`src/rtl/core/altmw_pkg.sv`:
```
// shared types and character constants for the assembly line to machine word block
package altmw_pkg;

   // widths of the result word
   localparam int WORD_W = 16;

   // characters the parser and encoder react to
   localparam logic [7:0] CHAR_NUL   = 8'h00;
   localparam logic [7:0] CHAR_TAB   = 8'h09;
   localparam logic [7:0] CHAR_LF    = 8'h0A;
   localparam logic [7:0] CHAR_CR    = 8'h0D;
   localparam logic [7:0] CHAR_SPACE = 8'h20;
   localparam logic [7:0] CHAR_BANG  = 8'h21;
   localparam logic [7:0] CHAR_AMP   = 8'h26;
   localparam logic [7:0] CHAR_LPAR  = 8'h28;
   localparam logic [7:0] CHAR_PLUS  = 8'h2B;
   localparam logic [7:0] CHAR_MINUS = 8'h2D;
   localparam logic [7:0] CHAR_SLASH = 8'h2F;
   localparam logic [7:0] CHAR_ZERO  = 8'h30;
   localparam logic [7:0] CHAR_ONE   = 8'h31;
   localparam logic [7:0] CHAR_NINE  = 8'h39;
   localparam logic [7:0] CHAR_SEMI  = 8'h3B;
   localparam logic [7:0] CHAR_EQ    = 8'h3D;
   localparam logic [7:0] CHAR_AT    = 8'h40;
   localparam logic [7:0] CHAR_A     = 8'h41;
   localparam logic [7:0] CHAR_D     = 8'h44;
   localparam logic [7:0] CHAR_M     = 8'h4D;
   localparam logic [7:0] CHAR_BAR   = 8'h7C;

   // comment tracking within a line
   typedef enum logic [1:0] {
      COM_NORMAL = 2'd0,
      COM_SLASH  = 2'd1,
      COM_INSIDE = 2'd2
   } comment_mode_type;

   // three byte text buffer, entry 0 is the first byte
   typedef logic [2:0][7:0] text_type;

   // everything gathered about the current line
   typedef struct packed {
      comment_mode_type comment_mode;
      logic             at_seen;
      logic             digits_open;
      logic [15:0]      address_value;
      logic             paren_seen;
      logic             equals_seen;
      logic             semicolon_seen;
      logic             comp_closed;
      text_type         first_text;
      logic [2:0]       first_count;
      text_type         comp_text;
      logic [1:0]       comp_count;
      text_type         jump_text;
      logic [1:0]       jump_count;
   } line_type;

   // encoded outcome of a finished line
   typedef struct packed {
      logic              hit;
      logic [WORD_W-1:0] word;
      logic              is_address;
   } result_type;

endpackage

```
`src/rtl/core/assembly_line_to_machine_word.sv`:
```
// top level: assembles one text line into one machine word
//
//   channel | direction | handshake          | payload
//   req     | in        | req_valid/req_stall | req_character, req_end_of_text
//   rsp     | out       | rsp_valid/rsp_stall | rsp_instruction_word, rsp_is_address
//
// one character per cycle while req_stall is low; once the newline or final byte is taken,
// its word passes the input register, then parser and table lookup into the result register
// synchronous active-high reset empties the line state and both registers
// a held result does not block the input register from filling; input stalls only
// when the input register is full and the result register is held by rsp_stall
module assembly_line_to_machine_word (
   input  logic        clock,
   input  logic        reset,
   input  logic        req_valid,
   output logic        req_stall,
   input  logic [7:0]  req_character,
   input  logic        req_end_of_text,
   output logic        rsp_valid,
   input  logic        rsp_stall,
   output logic [15:0] rsp_instruction_word,
   output logic        rsp_is_address
);
   import altmw_pkg::*;

   logic              in_valid_ff;
   logic              in_valid_in;
   logic [7:0]        in_char_ff;
   logic              in_eot_ff;
   logic              rsp_valid_ff;
   logic              rsp_valid_in;
   logic [WORD_W-1:0] rsp_word_ff;
   logic              rsp_addr_ff;
   logic              out_free;
   logic              step;
   logic              take_req;
   logic              line_end;
   line_type          line_done;
   result_type        result;

   // flow control
   assign out_free  = !rsp_valid_ff || !rsp_stall;
   assign step      = in_valid_ff && out_free;
   assign req_stall = in_valid_ff && !out_free;
   assign take_req  = req_valid && !req_stall;

   assign in_valid_in  = take_req ? 1'b1 : (step ? 1'b0 : in_valid_ff);
   assign rsp_valid_in = (step && line_end && result.hit) ? 1'b1 : (rsp_valid_ff && rsp_stall);

   // input register
   always_ff @(posedge clock) begin
      if (reset) in_valid_ff <= 1'b0;
      else in_valid_ff <= in_valid_in;
   end

   always_ff @(posedge clock) begin
      if (take_req) begin
         in_char_ff <= req_character;
         in_eot_ff  <= req_end_of_text;
      end
   end

   altmw_parser u_parser (
      .clock       (clock),
      .reset       (reset),
      .step        (step),
      .character   (in_char_ff),
      .end_of_text (in_eot_ff),
      .line_end    (line_end),
      .line_done   (line_done)
   );

   altmw_encoder u_encoder (
      .line_done (line_done),
      .result    (result)
   );

   // result register
   always_ff @(posedge clock) begin
      if (reset) rsp_valid_ff <= 1'b0;
      else rsp_valid_ff <= rsp_valid_in;
   end

   always_ff @(posedge clock) begin
      if (step && line_end && result.hit) begin
         rsp_word_ff <= result.word;
         rsp_addr_ff <= result.is_address;
      end
   end

   assign rsp_valid            = rsp_valid_ff;
   assign rsp_instruction_word = rsp_word_ff;
   assign rsp_is_address       = rsp_addr_ff;

   // a waiting input transaction is never dropped
   a_hold_input: assert property (@(posedge clock) disable iff (reset)
      in_valid_ff && !step |=> in_valid_ff)
      else $error("input transaction lost while waiting");

   // a finished line with a word always reaches the result register
   a_result_loaded: assert property (@(posedge clock) disable iff (reset)
      step && line_end && result.hit |=> rsp_valid_ff)
      else $error("finished line did not produce a result");

   // compute words carry the fixed prefix
   a_compute_prefix: assert property (@(posedge clock) disable iff (reset)
      rsp_valid_ff && !rsp_addr_ff |-> rsp_word_ff[15:13] == 3'b111)
      else $error("compute word without prefix");

   // a new result only follows a processed line end
   a_result_source: assert property (@(posedge clock) disable iff (reset)
      $rose(rsp_valid_ff) |-> $past(step && line_end))
      else $error("result without a line end");

endmodule

```
`src/rtl/core/altmw_parser.sv`:
```
// per-character line parser holding the state of the open line
module altmw_parser (
   input  logic                clock,
   input  logic                reset,
   input  logic                step,
   input  logic [7:0]          character,
   input  logic                end_of_text,
   output logic                line_end,
   output altmw_pkg::line_type line_done
);
   import altmw_pkg::*;

   line_type state_ff;
   line_type state_in;

   // empty line state
   function automatic line_type clear_line();
      line_type r;
      r = '0;
      r.comment_mode = COM_NORMAL;
      return r;
   endfunction

   // bytes allowed in a compute field after the equals sign
   function automatic logic is_comp_char(input logic [7:0] c);
      return c == CHAR_A || c == CHAR_M || c == CHAR_D || c == CHAR_ZERO ||
             c == CHAR_ONE || c == CHAR_MINUS || c == CHAR_PLUS || c == CHAR_BANG ||
             c == CHAR_AMP || c == CHAR_BAR;
   endfunction

   // one significant byte into the line state
   function automatic line_type take_char(input line_type s, input logic [7:0] c);
      line_type r;
      r = s;
      if (c == CHAR_SPACE || c == CHAR_TAB) begin
         r = s;
      end else if (c == CHAR_AT) begin
         if (!s.at_seen) begin
            r.at_seen     = 1'b1;
            r.digits_open = 1'b1;
         end else begin
            r.digits_open = 1'b0;
         end
      end else if (s.at_seen && s.digits_open && c >= CHAR_ZERO && c <= CHAR_NINE) begin
         // times ten plus digit, wrapping at 16 bits
         r.address_value = {s.address_value[12:0], 3'b000} +
                           {s.address_value[14:0], 1'b0} + {12'd0, c[3:0]};
      end else begin
         if (s.at_seen && s.digits_open) begin
            r.digits_open = 1'b0;
         end
         if (c == CHAR_LPAR) begin
            r.paren_seen = 1'b1;
         end
         if (c == CHAR_EQ && !s.equals_seen && !s.semicolon_seen) begin
            r.equals_seen = 1'b1;
         end else if (c == CHAR_SEMI && !s.semicolon_seen) begin
            r.semicolon_seen = 1'b1;
            r.comp_closed    = 1'b1;
         end else if (s.semicolon_seen) begin
            if (s.jump_count < 2'd3) begin
               r.jump_text[s.jump_count] = c;
               r.jump_count              = s.jump_count + 2'd1;
            end
         end else if (s.equals_seen) begin
            if (!s.comp_closed && s.comp_count < 2'd3 && is_comp_char(c)) begin
               r.comp_text[s.comp_count] = c;
               r.comp_count              = s.comp_count + 2'd1;
            end else begin
               r.comp_closed = 1'b1;
            end
         end else if (s.first_count < 3'd3) begin
            r.first_text[s.first_count[1:0]] = c;
            r.first_count                    = s.first_count + 3'd1;
         end else begin
            r.first_count = 3'd4;
         end
      end
      return r;
   endfunction

   // next line state for the byte in hand
   always_comb begin
      line_type s;
      logic     is_break;
      s        = state_ff;
      is_break = character == CHAR_LF || character == CHAR_CR;
      if (!is_break) begin
         case (state_ff.comment_mode)
            COM_NORMAL: begin
               if (character == CHAR_SLASH) s.comment_mode = COM_SLASH;
               else s = take_char(s, character);
            end
            COM_SLASH: begin
               if (character == CHAR_SLASH) begin
                  s.comment_mode = COM_INSIDE;
               end else begin
                  // lone slash counts as an ordinary byte
                  s.comment_mode = COM_NORMAL;
                  s = take_char(take_char(s, CHAR_SLASH), character);
               end
            end
            default: begin
               s = state_ff;
            end
         endcase
      end
      line_end = step && (character == CHAR_LF || end_of_text);
      // slash still pending when the line closes
      if (s.comment_mode == COM_SLASH && (character == CHAR_LF || end_of_text)) begin
         s = take_char(s, CHAR_SLASH);
      end
      line_done = s;
      if (!step) state_in = state_ff;
      else if (line_end) state_in = clear_line();
      else state_in = s;
   end

   // line state register
   always_ff @(posedge clock) begin
      if (reset) state_ff <= clear_line();
      else state_ff <= state_in;
   end

endmodule

```
`src/rtl/core/altmw_encoder.sv`:
```
// turns a finished line into an address or compute word
module altmw_encoder (
   input  altmw_pkg::line_type   line_done,
   output altmw_pkg::result_type result
);
   import altmw_pkg::*;

   // compute table, returns hit and six bit code
   function automatic logic [6:0] comp_lookup(input logic [2:0] len, input text_type t);
      logic [6:0] r;
      case ({len, t[0], t[1], t[2]})
         {3'd1, "0", 16'h0000}: r = {1'b1, 6'h2A};
         {3'd1, "1", 16'h0000}: r = {1'b1, 6'h3F};
         {3'd2, "-1", 8'h00}:   r = {1'b1, 6'h3A};
         {3'd1, "D", 16'h0000}: r = {1'b1, 6'h0C};
         {3'd1, "A", 16'h0000}: r = {1'b1, 6'h30};
         {3'd2, "!D", 8'h00}:   r = {1'b1, 6'h0D};
         {3'd2, "!A", 8'h00}:   r = {1'b1, 6'h31};
         {3'd2, "-D", 8'h00}:   r = {1'b1, 6'h0F};
         {3'd2, "-A", 8'h00}:   r = {1'b1, 6'h33};
         {3'd3, "D+1"}:         r = {1'b1, 6'h1F};
         {3'd3, "A+1"}:         r = {1'b1, 6'h37};
         {3'd3, "D-1"}:         r = {1'b1, 6'h0E};
         {3'd3, "A-1"}:         r = {1'b1, 6'h32};
         {3'd3, "D+A"}:         r = {1'b1, 6'h02};
         {3'd3, "D-A"}:         r = {1'b1, 6'h13};
         {3'd3, "A-D"}:         r = {1'b1, 6'h07};
         {3'd3, "D&A"}:         r = {1'b1, 6'h00};
         {3'd3, "D|A"}:         r = {1'b1, 6'h15};
         default:               r = 7'd0;
      endcase
      return r;
   endfunction

   // destination table, unknown gives zero
   function automatic logic [2:0] dest_lookup(input logic [2:0] len, input text_type t);
      logic [2:0] r;
      case ({len, t[0], t[1], t[2]})
         {3'd1, "M", 16'h0000}: r = 3'd1;
         {3'd1, "D", 16'h0000}: r = 3'd2;
         {3'd2, "MD", 8'h00}:   r = 3'd3;
         {3'd1, "A", 16'h0000}: r = 3'd4;
         {3'd2, "AM", 8'h00}:   r = 3'd5;
         {3'd2, "AD", 8'h00}:   r = 3'd6;
         {3'd3, "AMD"}:         r = 3'd7;
         default:               r = 3'd0;
      endcase
      return r;
   endfunction

   // jump table, unknown gives zero
   function automatic logic [2:0] jump_lookup(input logic [1:0] len, input text_type t);
      logic [2:0] r;
      case ({len, t[0], t[1], t[2]})
         {2'd3, "JGT"}: r = 3'd1;
         {2'd3, "JEQ"}: r = 3'd2;
         {2'd3, "JGE"}: r = 3'd3;
         {2'd3, "JLT"}: r = 3'd4;
         {2'd3, "JNE"}: r = 3'd5;
         {2'd3, "JLE"}: r = 3'd6;
         {2'd3, "JMP"}: r = 3'd7;
         default:       r = 3'd0;
      endcase
      return r;
   endfunction

   // field selection and table lookups
   always_comb begin
      text_type   txt;
      logic [2:0] len;
      logic       abit;
      logic [6:0] comp_hit;
      logic [6:0] comp_code;
      logic [2:0] dest_code;
      logic [2:0] jump_code;
      if (line_done.equals_seen) begin
         txt       = line_done.comp_text;
         len       = {1'b0, line_done.comp_count};
         dest_code = dest_lookup(line_done.first_count, line_done.first_text);
      end else begin
         txt       = line_done.first_text;
         len       = line_done.first_count;
         dest_code = 3'd0;
      end
      // first M reads as A and sets the a bit
      abit = 1'b1;
      if (txt[0] == CHAR_M) txt[0] = CHAR_A;
      else if (txt[1] == CHAR_M) txt[1] = CHAR_A;
      else if (txt[2] == CHAR_M) txt[2] = CHAR_A;
      else abit = 1'b0;
      comp_hit  = comp_lookup(len, txt);
      comp_code = comp_hit[6] ? {abit, comp_hit[5:0]} : 7'd0;
      jump_code = line_done.semicolon_seen ?
                  jump_lookup(line_done.jump_count, line_done.jump_text) : 3'd0;
      if (line_done.at_seen) begin
         result.hit        = 1'b1;
         result.word       = line_done.address_value;
         result.is_address = 1'b1;
      end else begin
         result.hit        = !line_done.paren_seen &&
                             (line_done.equals_seen || line_done.semicolon_seen);
         result.word       = {3'b111, comp_code, dest_code, jump_code};
         result.is_address = 1'b0;
      end
   end

endmodule

```
`config.mk`:
```
export PLATFORM = sky130hd
export DESIGN_NAME = assembly_line_to_machine_word
export DESIGN_NICKNAME = d
export VERILOG_FILES = /design/src/rtl/core/altmw_pkg.sv /design/src/rtl/core/assembly_line_to_machine_word.sv /design/src/rtl/core/altmw_parser.sv /design/src/rtl/core/altmw_encoder.sv
export SDC_FILE = /design/constraint.sdc
export NUM_CORES = 1
export LEC_CHECK = 0
export ABC_AREA = 0
export BUFFER_PORTS_ARGS = -buffer_cell sky130_fd_sc_hd__buf_4
export CAP_MARGIN = 15
export CELL_PAD_IN_SITES_DETAIL_PLACEMENT = 0
export CELL_PAD_IN_SITES_GLOBAL_PLACEMENT = 1
export CORE_MARGIN = 4
export CORE_UTILIZATION = 35
export DETAILED_ROUTE_END_ITERATION = 8
export HOLD_SLACK_MARGIN = 0.02
export PLACE_DENSITY_LB_ADDON = 0.1
export SYNTH_ARGS = -nofsm -noshare
export SYNTH_HDL_FRONTEND = slang
export SYNTH_SLANG_ARGS = --single-unit
```
`constraint.sdc`:
```
create_clock -name clock -period 4.49 [get_ports clock]
set_input_delay 0.2245 -clock clock [delete_from_list [all_inputs] [get_ports clock]]
set_output_delay 0.2245 -clock clock [all_outputs]
set_load 0.03 [all_outputs]
```
==> flow_metrics.tcl <==
set metrics [dict create \
    die_y_um 184 \
    cts_tree "built" \
    synth-edff-count 26 \
    synth_warnings 0 \
    cts_sinks 131 \
    start_kind "flip-flop" \
    period_minus_slack_ns 4.67 \
    drt-wirelength-per-cell_um 23.9 \
    fin_crit_sh_pct 104 \
    first_global_vias 13000 \
    synth_top_family_by_area "compound AO/OA/AOI/OAI gates" \
    status "complete, but fails checks" \
    postSynthCellCount 1435 \
    cts_inserted_buffers 17 \
    num_antenna_cells 0 \
    max_slew_margin_pct 25.2 \
    postLayoutCellArea_sq_mm 0.0158 \
    cp_data_required_time_ns 4.69 \
    power_density_mw_per_mm2 214 \
    start_util_pct 35.5 \
    clockBufferDepth 2 \
    fillers 2984 \
    synth_seq_cells 131 \
    syn_area_sq_mm 0.0109 \
    place_congestion 0.984 \
    drt-initial-drc-count 1256 \
    die_area_sq_mm 0.0339 \
    post_synth_mux_area_share_pct 0.830 \
    clock_skew_ns 0.0173 \
    grt_pass1_wl_um 79000 \
    violations "negative setup slack" \
    maxCapViolations 0 \
    finalWirelength_um 52100 \
    ir_drop_v 0.000282 \
    fin_nets 1833 \
    fin_ws_ns -0.178 \
    synth.most_common_cell "nor2_1" \
    avgSynthCellArea_sq_um 7.57 \
    via_per_inst 6.13 \
    tightestPinTransition_ns 1.12 \
    place_area_sq_mm 0.0139 \
    finalNonFillerCells 2185 \
    fmax_mhz 214 \
    synth_xor_area_share_pct 1.13 \
    synth-compound-area-share_pct 34.1 \
    yosysUniqueCellTypes 93 \
    yosysTopAreaCell "dfxtp_1" \
    insertion_delay_ns 0.46 \
    synth_fa_ha_area_share_pct 5.21 \
    cts-root-buf "clkbuf_16" \
    setup_viol_count_final 8 \
    coreArea_sq_mm 0.0306 \
    final_antenna_net_count 0 \
    grt_max_degree 73 \
    ys_top_cells_by_area "dfxtp_1, edfxtp_1, nor2_1" \
    grt-ovfl-total 0 \
    portBuffers 31 \
    area_growth_pct 45.3 \
    syn-num-nets 1492 \
    p_leak_uw 0.00626 \
    grtUsageTotal_pct 30.3 \
    htree_levels 4 \
    synth_flop_cell "dfxtp_1" \
    detailedPlace.worstSlack_ns -0.283 \
    placedCellCount 2085 \
    holdCritPathClass "in -> reg" \
    postSynth.asyncResetShare_pct 0 \
    vias 13400 \
    io_pins 32 \
    final_core_utilization_pct 51.6 \
    synth_top_area_share_pct 19.4 \
    remaining_drc_errors 0 \
    drt_pass1_iterations 5 \
    cp.arrival_ns 4.87 \
    antenna_found_initial 1 \
    hold_slack_ns 0.0793 \
    hold_viol 0 \
    die_x_um 184 \
    cp-end-kind "flip-flop" \
    ys_seq_area_share_pct 26.6 \
    clk_pin_slew_ns 0.07 \
    yosys-top-cells-count "nor2_1, nand2_1, dfxtp_1" \
    synthSimpleGateAreaFrac_pct 26.7 \
    worstPathMaxFanout 5 \
    row_count 64 \
    crit_type "reg -> reg" \
    drive_gt1_share_pct 35.0 \
    maxSlewViolCount 0 \
    rsz0062_at_grt "true" \
    hpwl_um 38600 \
]
-- final timing paths --
| path | startpoint | endpoint | slack, ns | cells past startpoint |
|---|---|---|---|---|
| hold reg to reg | u_parser.state_ff[2] | u_parser.state_ff[2] | 0.48 | 2 |
| setup / recovery | in_char_ff[2] | rsp_instruction_word[6] | -0.18 | 17 |
| setup reg to reg | in_char_ff[2] | rsp_instruction_word[6] | -0.18 | 17 |
| hold / removal | rsp_stall | rsp_valid | 0.08 | 3 |
-- flip-flops by register name, summed over array words and instances (netlist names) --
signal / flops
rsp_valid: 1
u_parser.state_ff: 103
in_eot_ff: 1
in_valid_ff: 1
in_char_ff: 8
rsp_instruction_word: 16
rsp_is_address: 1
-- stage by stage --
step           total power (uW)  TNS, ns
2_1_floorplan              1550   -0.168
3_3_place_gp               1880    -2.26
3_5_place_dp               1880    -2.27
4_1_cts                    3330    -1.02
5_1_grt                    3480    -2.49
6_report                   3370   -0.841
-- layout by cell type (no fill, tap or decap), types with 8 or more instances in the layout --
master / instances
a211o_1: 8
a211oi_1: 22
a21o_1: 10
a21oi_1: 96
a22oi_1: 42
a31o_2: 9
a31oi_1: 26
a32oi_1: 35
and2_1: 11
and3_1: 10
buf_4: 404
buf_6: 10
clkbuf_16: 17
dfxtp_1: 103
dlygate4sd3_1: 10
edfxtp_1: 26
ha_1: 38
inv_1: 39
mux2i_1: 8
nand2_1: 105
nand3_1: 39
nand4_1: 30
nor2_1: 165
nor2b_1: 20
nor3_1: 37
nor4_1: 16
nor4_2: 11
o211ai_1: 15
o21a_1: 14
o21ai_0: 54
o21ai_1: 14
o22ai_1: 10
o31ai_1: 15
xnor2_1: 11
-- worst max-delay path: stages, from the launching register on --
cell and delay (ns):
edfxtp_1 0.40, or3b_4 0.40, a2111o_2 0.59, buf_6 0.16
a41o_4 0.25, nor4b_4 0.34, nand3_4 0.14, buf_4 0.17
a311o_1 0.35, a32oi_1 0.30, buf_4 0.18, nor4_1 0.06
buf_4 0.16, nand3_4 0.08, o31a_1 0.20, o31ai_4 0.10
a41o_1 0.21, o32a_1 0.32
-- cells by family (layout without fill, tap and decap cells) --
kind of cell	Yosys count	in the layout
AO/OA/AOI/OAI	518	518
XOR/XNOR	14	14
adder cells (fa/ha/maj)	44	44
buffers and inverters	155	509
flip-flops	131	131
multiplexers	9	9
AND/OR/NAND/NOR	564	564
-- per-layer routing --
metal / up-vias / share of wire, % / GRT usage [%]
met5: - / 0.025 / 0
met4: 2 / 4.2 / 12.4
met3: 133 / 6.6 / 5.98
met2: 533 / 45 / 48.2
met1: 6500 / 44 / 40.3
li1: 6235 / - / -
-- layout make-up --
class	count	area [sq um]	share of cell area, %
multi-input combinational	1149	8260	52.4
timing repair buffer	432	3400	21.5
sequential	131	2890	18.3
tap	396	495	3.14
clock buffer	18	439	2.78
inverter	45	171	1.09
clock inverter	14	128	0.809
-- power breakdown --
group / switching, uW / internal [uW] / leakage, uW
clock: 611 / 779 / 0.000269
sequential: 13.0 / 1210 / 0.00109
combinational: 446 / 312 / 0.00490
-- repair_timing --
| item | CTS | global route |
|---|---|---|
| pin swaps | 38 | 51 |
| endpoints found under the hold margin | 10 | 0 |
| setup endpoints to repair | 11 | 15 |
| resized for setup | 70 | 118 |
| setup buffers | 32 | 31 |
| hold buffers | 10 | 0 |
Power figures use the tool's default switching activity.
